### src/http_request_head_tokenizer_top_defines.svh
// ----------------------------------------------------------------------------
// http_request_head_tokenizer_top_defines.svh
// Assertion macros shared by the request head tokenizer RTL.
// ----------------------------------------------------------------------------
`ifndef HTTP_REQUEST_HEAD_TOKENIZER_TOP_DEFINES_SVH
`define HTTP_REQUEST_HEAD_TOKENIZER_TOP_DEFINES_SVH

// Same-cycle implication, checked out of reset.
`define HRT_ASSERT_NOW(label, clk, rst_n, ante, cons, msg) \
    label: assert property (@(posedge clk) disable iff (!rst_n) (ante) |-> (cons)) \
        else $error(msg);

// Next-cycle implication, checked out of reset.
`define HRT_ASSERT_NEXT(label, clk, rst_n, ante, cons, msg) \
    label: assert property (@(posedge clk) disable iff (!rst_n) (ante) |=> (cons)) \
        else $error(msg);

`endif

### src/hrt_pkg.sv
// ----------------------------------------------------------------------------
// hrt_pkg
// Types and constants for the HTTP request head tokenizer.
// ----------------------------------------------------------------------------
`timescale 1ns / 1ps
`default_nettype none

package hrt_pkg;

    typedef enum logic [1:0] {
        PH_LINE,
        PH_KEY,
        PH_VALUE,
        PH_BODY
    } phase_t;

    typedef struct packed {
        logic [7:0] data_byte;
        logic       buffer_end;
    } byte_item_t;

    typedef struct packed {
        logic [7:0]  out_byte;
        logic [2:0]  byte_class;
        logic        closes_field;
        logic        head_done;
        logic [31:0] body_length;
        logic        method_is_get;
        logic        message_end;
        logic        request_bad;
        logic        line_malformed;
    } result_item_t;

    // byte classes
    localparam logic [2:0] CLS_DELIM   = 3'd0;
    localparam logic [2:0] CLS_METHOD  = 3'd1;
    localparam logic [2:0] CLS_URI     = 3'd2;
    localparam logic [2:0] CLS_VERSION = 3'd3;
    localparam logic [2:0] CLS_KEY     = 3'd4;
    localparam logic [2:0] CLS_VALUE   = 3'd5;
    localparam logic [2:0] CLS_BODY    = 3'd6;

    localparam logic [7:0] CH_CR    = 8'h0D;
    localparam logic [7:0] CH_LF    = 8'h0A;
    localparam logic [7:0] CH_COLON = 8'h3A;
    localparam logic [7:0] CH_SPACE = 8'h20;
    localparam logic [7:0] CH_TAB   = 8'h09;
    localparam logic [7:0] CH_ZERO  = 8'h30;
    localparam logic [7:0] CH_NINE  = 8'h39;
    localparam logic [7:0] CH_UP_A  = 8'h41;
    localparam logic [7:0] CH_UP_Z  = 8'h5A;
    localparam logic [7:0] CASE_OFS = 8'h20;

    localparam int unsigned GET_LEN = 3;
    localparam logic [1:0]  GET_DONE = 2'd3;
    localparam logic [7:0]  GET_LIT [GET_LEN] = '{8'h47, 8'h45, 8'h54};

    // "content-length", matched on lower-cased key bytes
    localparam int unsigned KEY_LEN  = 14;
    localparam logic [3:0]  KEY_DONE = 4'd14;
    localparam logic [3:0]  KEY_FAIL = 4'd15;
    localparam logic [7:0]  KEY_LIT [KEY_LEN] = '{
        8'h63, 8'h6F, 8'h6E, 8'h74, 8'h65, 8'h6E, 8'h74,
        8'h2D, 8'h6C, 8'h65, 8'h6E, 8'h67, 8'h74, 8'h68
    };

endpackage

`default_nettype wire

### src/http_request_head_tokenizer_top.sv
// ----------------------------------------------------------------------------
// http_request_head_tokenizer_top
// Byte-wide HTTP/1.1 request head tokenizer with content-length tracking.
// ----------------------------------------------------------------------------
//  channel   handshake                  payload
//  -------   -------------------------  ---------------------------------
//  byte      byte_valid / byte_ready    byte_item   (hrt_pkg::byte_item_t)
//  result    result_valid/result_ready  result_item (hrt_pkg::result_item_t)
//
//  One byte per cycle while byte_ready is high; each byte yields one result, registered into the output queue.
//  The parser state updates in the same cycle the byte transfers; the length
//  multiply-accumulate (shift-add by ten) is the longest path.
//  Results sit in a two-entry output queue, so byte_ready only drops when both
//  entries are full; byte_ready is a register output.
//  Reset puts the parser at the start of a request line, queue empty.
// ----------------------------------------------------------------------------
`timescale 1ns / 1ps
`default_nettype none

`include "http_request_head_tokenizer_top_defines.svh"

module http_request_head_tokenizer_top
    import hrt_pkg::*;
#(
    parameter int unsigned LENGTH_BITS = 32
)
(
    input  wire logic         clk,
    input  wire logic         rst_n,
    input  wire logic         byte_valid,
    output logic              byte_ready,
    input  wire byte_item_t   byte_item,
    output logic              result_valid,
    input  wire logic         result_ready,
    output result_item_t      result_item
);

    localparam int unsigned PROD_BITS = LENGTH_BITS + 4;

    // parser state
    phase_t                 phase_reg,       phase_next;
    logic [1:0]             space_count_reg, space_count_next;
    logic                   pending_cr_reg,  pending_cr_next;
    logic                   line_empty_reg,  line_empty_next;
    logic [1:0]             get_idx_reg,     get_idx_next;
    logic                   is_get_reg,      is_get_next;
    logic [3:0]             key_idx_reg,     key_idx_next;
    logic                   key_is_len_reg,  key_is_len_next;
    logic [LENGTH_BITS-1:0] len_accum_reg,   len_accum_next;
    logic [LENGTH_BITS-1:0] body_rem_reg,    body_rem_next;

    // output queue
    logic         out_valid_reg, out_valid_next;
    logic         skid_valid_reg, skid_valid_next;
    result_item_t out_reg, out_next;
    result_item_t skid_reg, skid_next;

    result_item_t res;
    logic         push;
    logic         pop;

    logic [7:0]                  b;
    logic [7:0]                  lc;
    logic                        crlf;
    logic [3:0]                  digit;
    logic [PROD_BITS-1:0]        prod;
    logic [LENGTH_BITS-1:0]      body_dec;
    logic [LENGTH_BITS+31:0]     len_ext;

    assign push = byte_valid && byte_ready;
    assign pop  = out_valid_reg && result_ready;

    assign byte_ready   = !skid_valid_reg;
    assign result_valid = out_valid_reg;
    assign result_item  = out_reg;

    assign b     = byte_item.data_byte;
    assign lc    = (b >= CH_UP_A && b <= CH_UP_Z) ? b + CASE_OFS : b;
    assign crlf  = pending_cr_reg && (b == CH_LF);
    assign digit = 4'(b - CH_ZERO);
    assign prod  = {1'b0, len_accum_reg, 3'b000} + {3'b000, len_accum_reg, 1'b0}
                 + {{LENGTH_BITS{1'b0}}, digit};
    assign body_dec = body_rem_reg - {{(LENGTH_BITS-1){1'b0}}, (body_rem_reg != '0)};

    // next parser state and result for the byte on the input
    always_comb
    begin
        phase_next       = phase_reg;
        space_count_next = space_count_reg;
        pending_cr_next  = 1'b0;
        line_empty_next  = line_empty_reg;
        get_idx_next     = get_idx_reg;
        is_get_next      = is_get_reg;
        key_idx_next     = key_idx_reg;
        key_is_len_next  = key_is_len_reg;
        len_accum_next   = len_accum_reg;
        body_rem_next    = body_rem_reg;
        len_ext          = '0;

        res                = '0;
        res.out_byte       = b;
        res.byte_class     = CLS_DELIM;

        priority if (phase_reg == PH_BODY)
        begin
            res.byte_class   = CLS_BODY;
            body_rem_next    = body_dec;
            res.message_end  = (body_dec == '0);
        end
        else if (b == CH_CR)
        begin
            pending_cr_next = 1'b1;
        end
        else if (phase_reg == PH_LINE)
        begin
            priority if (crlf)
            begin
                res.closes_field = (space_count_reg >= 2'd2);
                phase_next       = PH_KEY;
                line_empty_next  = 1'b1;
                key_idx_next     = '0;
            end
            else if (b == CH_SPACE)
            begin
                res.closes_field   = (space_count_reg < 2'd2);
                res.line_malformed = (space_count_reg >= 2'd2);
                if (space_count_reg != 2'd3)
                begin
                    space_count_next = space_count_reg + 2'd1;
                end
                get_idx_next = GET_DONE;
            end
            else if (space_count_reg == 2'd0)
            begin
                res.byte_class = CLS_METHOD;
                if (get_idx_reg != GET_DONE)
                begin
                    if (b == GET_LIT[get_idx_reg])
                    begin
                        get_idx_next = get_idx_reg + 2'd1;
                        if (get_idx_reg == GET_DONE - 2'd1)
                        begin
                            is_get_next = 1'b1;
                        end
                    end
                    else
                    begin
                        get_idx_next = GET_DONE;
                    end
                end
            end
            else
            begin
                res.byte_class = (space_count_reg == 2'd1) ? CLS_URI : CLS_VERSION;
            end
        end
        else if (phase_reg == PH_KEY)
        begin
            priority if (crlf)
            begin
                if (line_empty_reg)
                begin
                    res.head_done = 1'b1;
                    if (len_accum_reg == '0)
                    begin
                        res.message_end = 1'b1;
                    end
                    else
                    begin
                        phase_next    = PH_BODY;
                        body_rem_next = len_accum_reg;
                    end
                end
                else
                begin
                    // key line with no colon: flag and drop it
                    res.line_malformed = 1'b1;
                    line_empty_next    = 1'b1;
                    key_idx_next       = '0;
                end
            end
            else if (b == CH_COLON)
            begin
                res.closes_field = 1'b1;
                line_empty_next  = 1'b0;
                key_is_len_next  = (key_idx_reg == KEY_DONE);
                if (key_idx_reg == KEY_DONE)
                begin
                    len_accum_next = '0;
                end
                key_idx_next = '0;
                phase_next   = PH_VALUE;
            end
            else
            begin
                res.byte_class  = CLS_KEY;
                line_empty_next = 1'b0;
                if (key_idx_reg < KEY_DONE)
                begin
                    key_idx_next = (lc == KEY_LIT[key_idx_reg]) ? key_idx_reg + 4'd1
                                                                : KEY_FAIL;
                end
            end
        end
        else
        begin
            if (crlf)
            begin
                res.closes_field = 1'b1;
                phase_next       = PH_KEY;
                line_empty_next  = 1'b1;
                key_idx_next     = '0;
                key_is_len_next  = 1'b0;
            end
            else
            begin
                res.byte_class = CLS_VALUE;
                if (key_is_len_reg)
                begin
                    if (b >= CH_ZERO && b <= CH_NINE)
                    begin
                        // saturate when ten times the value plus the digit overflows
                        len_accum_next = (prod[LENGTH_BITS +: 4] != 4'd0)
                                       ? '1 : prod[LENGTH_BITS-1:0];
                        key_idx_next   = 4'd1;
                    end
                    else if (!((b == CH_SPACE || b == CH_TAB) && key_idx_reg == 4'd0))
                    begin
                        key_is_len_next = 1'b0;
                    end
                end
            end
        end

        res.request_bad = byte_item.buffer_end && !is_get_next
                       && (phase_next != PH_BODY) && !res.head_done;

        len_ext           = {32'd0, len_accum_next};
        res.body_length   = len_ext[31:0];
        res.method_is_get = is_get_next;

        // rearm for the next request
        if (res.message_end)
        begin
            phase_next       = PH_LINE;
            space_count_next = '0;
            pending_cr_next  = 1'b0;
            line_empty_next  = 1'b1;
            get_idx_next     = '0;
            is_get_next      = 1'b0;
            key_idx_next     = '0;
            key_is_len_next  = 1'b0;
            len_accum_next   = '0;
            body_rem_next    = '0;
        end
    end

    always_ff @(posedge clk or negedge rst_n)
    begin
        if (!rst_n)
        begin
            phase_reg       <= PH_LINE;
            space_count_reg <= '0;
            pending_cr_reg  <= 1'b0;
            line_empty_reg  <= 1'b1;
            get_idx_reg     <= '0;
            is_get_reg      <= 1'b0;
            key_idx_reg     <= '0;
            key_is_len_reg  <= 1'b0;
            len_accum_reg   <= '0;
            body_rem_reg    <= '0;
        end
        else if (push)
        begin
            phase_reg       <= phase_next;
            space_count_reg <= space_count_next;
            pending_cr_reg  <= pending_cr_next;
            line_empty_reg  <= line_empty_next;
            get_idx_reg     <= get_idx_next;
            is_get_reg      <= is_get_next;
            key_idx_reg     <= key_idx_next;
            key_is_len_reg  <= key_is_len_next;
            len_accum_reg   <= len_accum_next;
            body_rem_reg    <= body_rem_next;
        end
    end

    // output queue: head entry drives the port, skid entry catches a stalled transfer
    always_comb
    begin
        out_valid_next  = out_valid_reg;
        skid_valid_next = skid_valid_reg;
        out_next        = out_reg;
        skid_next       = skid_reg;
        if (pop)
        begin
            if (skid_valid_reg)
            begin
                out_next        = skid_reg;
                skid_valid_next = push;
                skid_next       = res;
            end
            else
            begin
                out_valid_next = push;
                out_next       = res;
            end
        end
        else if (!out_valid_reg)
        begin
            out_valid_next = push;
            out_next       = res;
        end
        else if (push)
        begin
            skid_valid_next = 1'b1;
            skid_next       = res;
        end
    end

    always_ff @(posedge clk or negedge rst_n)
    begin
        if (!rst_n)
        begin
            out_valid_reg  <= 1'b0;
            skid_valid_reg <= 1'b0;
        end
        else
        begin
            out_valid_reg  <= out_valid_next;
            skid_valid_reg <= skid_valid_next;
        end
    end

    always_ff @(posedge clk)
    begin
        out_reg  <= out_next;
        skid_reg <= skid_next;
    end

    `HRT_ASSERT_NOW(a_skid_behind_head, clk, rst_n, skid_valid_reg, out_valid_reg,
        "skid entry held while head entry empty")
    `HRT_ASSERT_NOW(a_head_done_on_lf, clk, rst_n, result_valid && result_item.head_done,
        result_item.out_byte == CH_LF, "head_done on a byte other than line feed")
    `HRT_ASSERT_NEXT(a_rearm_after_end, clk, rst_n, push && res.message_end,
        phase_reg == PH_LINE && len_accum_reg == '0 && !is_get_reg,
        "parser not rearmed after message end")
    `HRT_ASSERT_NOW(a_body_class_phase, clk, rst_n, push && res.byte_class == CLS_BODY,
        phase_reg == PH_BODY && body_rem_reg != '0, "body byte outside body phase")
    `HRT_ASSERT_NOW(a_bad_not_done, clk, rst_n, result_valid,
        !(result_item.request_bad && result_item.head_done),
        "request_bad raised on the head_done byte")

endmodule

`default_nettype wire

### config.mk
export PLATFORM = sky130hd
export DESIGN_NAME = http_request_head_tokenizer_top
export DESIGN_NICKNAME = d
export VERILOG_FILES = /design/src/hrt_pkg.sv /design/src/http_request_head_tokenizer_top.sv
export VERILOG_INCLUDE_DIRS = /design/src /design/src/src
export SDC_FILE = /design/constraint.sdc
export NUM_CORES = 1
export LEC_CHECK = 0
export BUFFER_PORTS_ARGS = -buffer_cell sky130_fd_sc_hd__clkbuf_2
export CAP_MARGIN = 20
export CORE_UTILIZATION = 45
export DETAILED_ROUTE_END_ITERATION = 10
export GPL_TIMING_DRIVEN = 0
export HOLD_SLACK_MARGIN = 0.03
export PLACE_DENSITY = 0.62
export RECOVER_POWER = 25
export SLEW_MARGIN = 40
export SYNTH_ARGS = -nofsm -noshare
export SYNTH_HDL_FRONTEND = slang
export SYNTH_SLANG_ARGS = --single-unit
### constraint.sdc
create_clock -name clk -period 7.6 [get_ports clk]
set_input_delay 0.38 -clock clk [delete_from_list [all_inputs] [get_ports clk]]
set_output_delay 0.38 -clock clk [all_outputs]
set_load 0.005 [all_outputs]
==> reports/metrics.yaml <==
placement:
  place_area_sq_um: 13400
  place_congestion: 0.975
  numPortBuffers: 63
  hpwlAfterDp_mm: 30.7
clock_network:
  cts-hold-fix-buffers: 1
  clk_pin_slew_worst_paths_ns: 0.08
  cts_resized: 0
  cts_buffers: 17
  clock_tree.root_cell: "clkbuf_16"
  clock_sinks: 178
  clockBufferDepth: 2
  htreeDepth: 4
  cts_tree: "yes"
  clk_latency_ns: 0.46
  cts_setup_buffers: 0
outcome:
  outcome: "finished with violations"
  violations: "capacitance limit, slew limit"
synthesis:
  ys_warn_count: 0
  netlist_area_sq_um: 12500
  ys_seq_area_share_pct: 39.6
  synth_edf_count: 98
  yosys.area.top_type: "edfxtp_1"
  synth_fp_nets: 1483
  async_reset_ff_share_pct: 44.9
  synth_cell_types: 91
  syn_inst: 1387
  netlist.area_leader.share_pct: 23.5
  synth_seq_cells: 178
  synth_ff_type: "edfxtp_1"
  syn_area_per_cell_sq_um: 9.01
  netlist_top_cells_area: "edfxtp_1, dfrtp_1, ha_1, a21oi_1, nand2_1"
worst_setup_path:
  slowest_stage: "o41ai_2"
  critPathLaunchType: "register"
  required_ns: 7.94
  cp.buffers_inverters: 1
  critPathMostFrequentCell: "nand4_1"
  path_cells: "nor3_2 > nand4_1 > nor2_1 > nand4_1 > ha_1 > ha_1 > nor3b_2 > nand4_1 > xnor2_1 > nor3_1 > o2111ai_1 > o41ai_2 > buf_6 > nor2_4 > nand2_2 > nor2_1 > a31o_2"
  crit_family: "simple AND/OR/NAND/NOR gates"
  crit_arrival_ns: 5.45
  max_stage_delay_ns: 0.57
  critPathMaxFanout: 10
  crit_type: "reg -> reg"
  crit_path_end_kind: "register"
drt:
  routed_wl_mm: 40.7
  vias: 11487
  drt-pass1-iter-count: 6
  post_drt_wl_per_cell_um: 21.9
  drc: 0
  drtIter0Drc: 1028
  ant_nets: 0
  vias_per_cell: 6.17
timing:
  rsz0062_at_grt: "false"
  whs_ns: 0.142
  hold_viol_final: 0
  drv_slew: 58
  tightest_slew_ns: 3.27
  finalSetupViolCount: 0
  fmax_mhz: 196
  fin_worst_skew_ns: 0.0157
  finalCritPeriodShare_pct: 67.3
  slew_headroom_pct: -118
  period_needed_ns: 5.11
final_layout:
  fill_cells: 2516
  final_area_sq_um: 14000
  drive_gt1_share_pct: 12.3
  insertedDiodeCount: 0
  nets: 1572
  area_growth_pct: 12.1
floorplanning:
  initial_core_util_pct: 46.1
  row_count: 60
  die_width_um: 169
  die_area_sq_um: 28400
  dieHeight_um: 169
  ios: 64
  core_area_sq_um: 27100
global_route:
  grt_pass1_vias: 10969
  grt_util_all_layers_pct: 29.2
  gr-total-overflow: 0
  antenna_found_initial: 0
  grt_max_degree: 58
  grt_pass1_wl_mm: 63.7
pwr:
  total_power_w: 0.00265
  leakagePower_nw: 5.96
  vdd_drop_max_uv: 164
  power_density_nw_per_um2: 189
worst_hold_path:
  min_path_type: "in -> reg"
flow_run:
  max_cap_viol_count: 1
## cell usage in the layout, fill, tap and decap left out, drive strengths merged, types with 12 or more instances in the layout
| cell type | count |
|---|---|
| a22o | 16 |
| nand2 | 177 |
| or3 | 30 |
| nor3 | 32 |
| nand4 | 25 |
| and2 | 12 |
| nor2 | 115 |
| o2111ai | 15 |
| a21o | 15 |
| nor4 | 27 |
| o21ai | 122 |
| a21oi | 136 |
| buf | 23 |
| dfrtp | 79 |
| clkbuf | 142 |
| ha | 81 |
| xor2 | 16 |
| o31ai | 13 |
| nand3 | 32 |
| a31oi | 30 |
| edfxtp | 98 |
| and3 | 15 |
| inv | 40 |
| xnor2 | 31 |
## worst reg2reg max path, cell delays in order (launching register included)
cell and delay, ns:
dfrtp_1 0.49, nor3_2 0.53, nand4_1 0.26, nor2_1 0.38, nand4_1 0.15, ha_1 0.24, ha_1 0.26, nor3b_2 0.26
nand4_1 0.21, xnor2_1 0.10, nor3_1 0.43, o2111ai_1 0.26, o41ai_2 0.57, buf_6 0.25, nor2_4 0.11, nand2_2 0.21
nor2_1 0.07, a31o_2 0.22
## area by class of cell
type	count	area (sq um)	area share [%]
Timing Repair Buffer	70	407	2.90
Clock buffer	17	425	3.04
Buffer	79	363	2.59
Clock inverter	15	204	1.46
Tap cell	372	465	3.32
Sequential cell	178	4950	35.3
Inverter	33	124	0.884
Multi-Input combinational cell	1097	7080	50.5
## where the power goes
part           internal [W]  switching [W]  total [W]
sequential          0.00122      0.0000479    0.00126
clock              0.000456       0.000476   0.000931
combinational      0.000154       0.000299   0.000452
## layer usage
layer / track usage [%] / vias to the layer above / routed length (um)
li1: - / 5374 / -
met1: 39.8 / 5599 / 17800
met2: 46.7 / 440 / 19000
met3: 4.79 / 74 / 2860
met4: 10.4 / 0 / 1100
met5: 0 / - / 0
## through the flow
stage	instances	setup TNS [ns]	worst slack (ns)	utilization [%]
6_report	1861	0	2.49	51.7
5_1_grt	1861	0	2.25	51.7
4_1_cts	1861	0	2.58	51.9
3_5_place_dp	1828	0	2.56	49.5
3_3_place_gp	1822	-77.81	-1.59	49.0
2_1_floorplan	1387	0	1.86	-
## cell families (layout without fill, tap and decap cells)
kind of cell | count (synthesis) | in the layout | synth area share (%)
AOI/OAI and AO/OA | 443 | 443 | 22.8
and+or+nand+nor | 511 | 511 | 20.9
xor gates and xnor gates | 47 | 47 | 3.29
buffers and inverters | 112 | 214 | 3.88
muxes | 13 | 13 | 1.15
adders and majority gates | 83 | 83 | 8.43
DFF | 178 | 178 | 39.6
## worst paths after layout
path | start | to | slack (ns) | cells after the start
worst max-delay path | body_rem_reg[18] | len_accum_reg[13] | 2.49 | 17
worst min-delay path | result_ready | skid_valid_reg | 0.14 | 2
worst max register to register | body_rem_reg[18] | len_accum_reg[13] | 2.49 | 17
worst min register to register | is_get_reg | is_get_reg | 0.49 | 2
max in group asynchronous | rst_n | len_accum_reg[3] | 3.14 | 3
min in group asynchronous | rst_n | space_count_reg[1] | 0.74 | 2
## synthesized netlist by cell type (7+ instances only)
| cell type | number |
|---|---|
| clkbuf_1 | 61 |
| or3_1 | 8 |
| nand3_1 | 32 |
| xnor2_1 | 31 |
| a31oi_1 | 30 |
| or3_4 | 21 |
| dfrtp_1 | 79 |
| buf_2 | 10 |
| nor2_1 | 113 |
| inv_1 | 33 |
| a22o_1 | 14 |
| nand2b_1 | 11 |
| o31ai_1 | 12 |
| o21a_1 | 10 |
| nand2_1 | 176 |
| o2111ai_1 | 14 |
| mux2_2 | 10 |
| edfxtp_1 | 98 |
| and3_1 | 14 |
| a22oi_1 | 8 |
| ha_1 | 81 |
| a21oi_1 | 135 |
| buf_6 | 7 |
| o211ai_1 | 11 |
| nor4_1 | 25 |
| nor3_1 | 28 |
| a221o_1 | 10 |
| a21o_1 | 12 |
| nand4_1 | 24 |
| o211a_1 | 8 |
| and2_1 | 12 |
| o21ai_0 | 118 |
| xor2_1 | 16 |
Power figures use the tool's default switching activity.
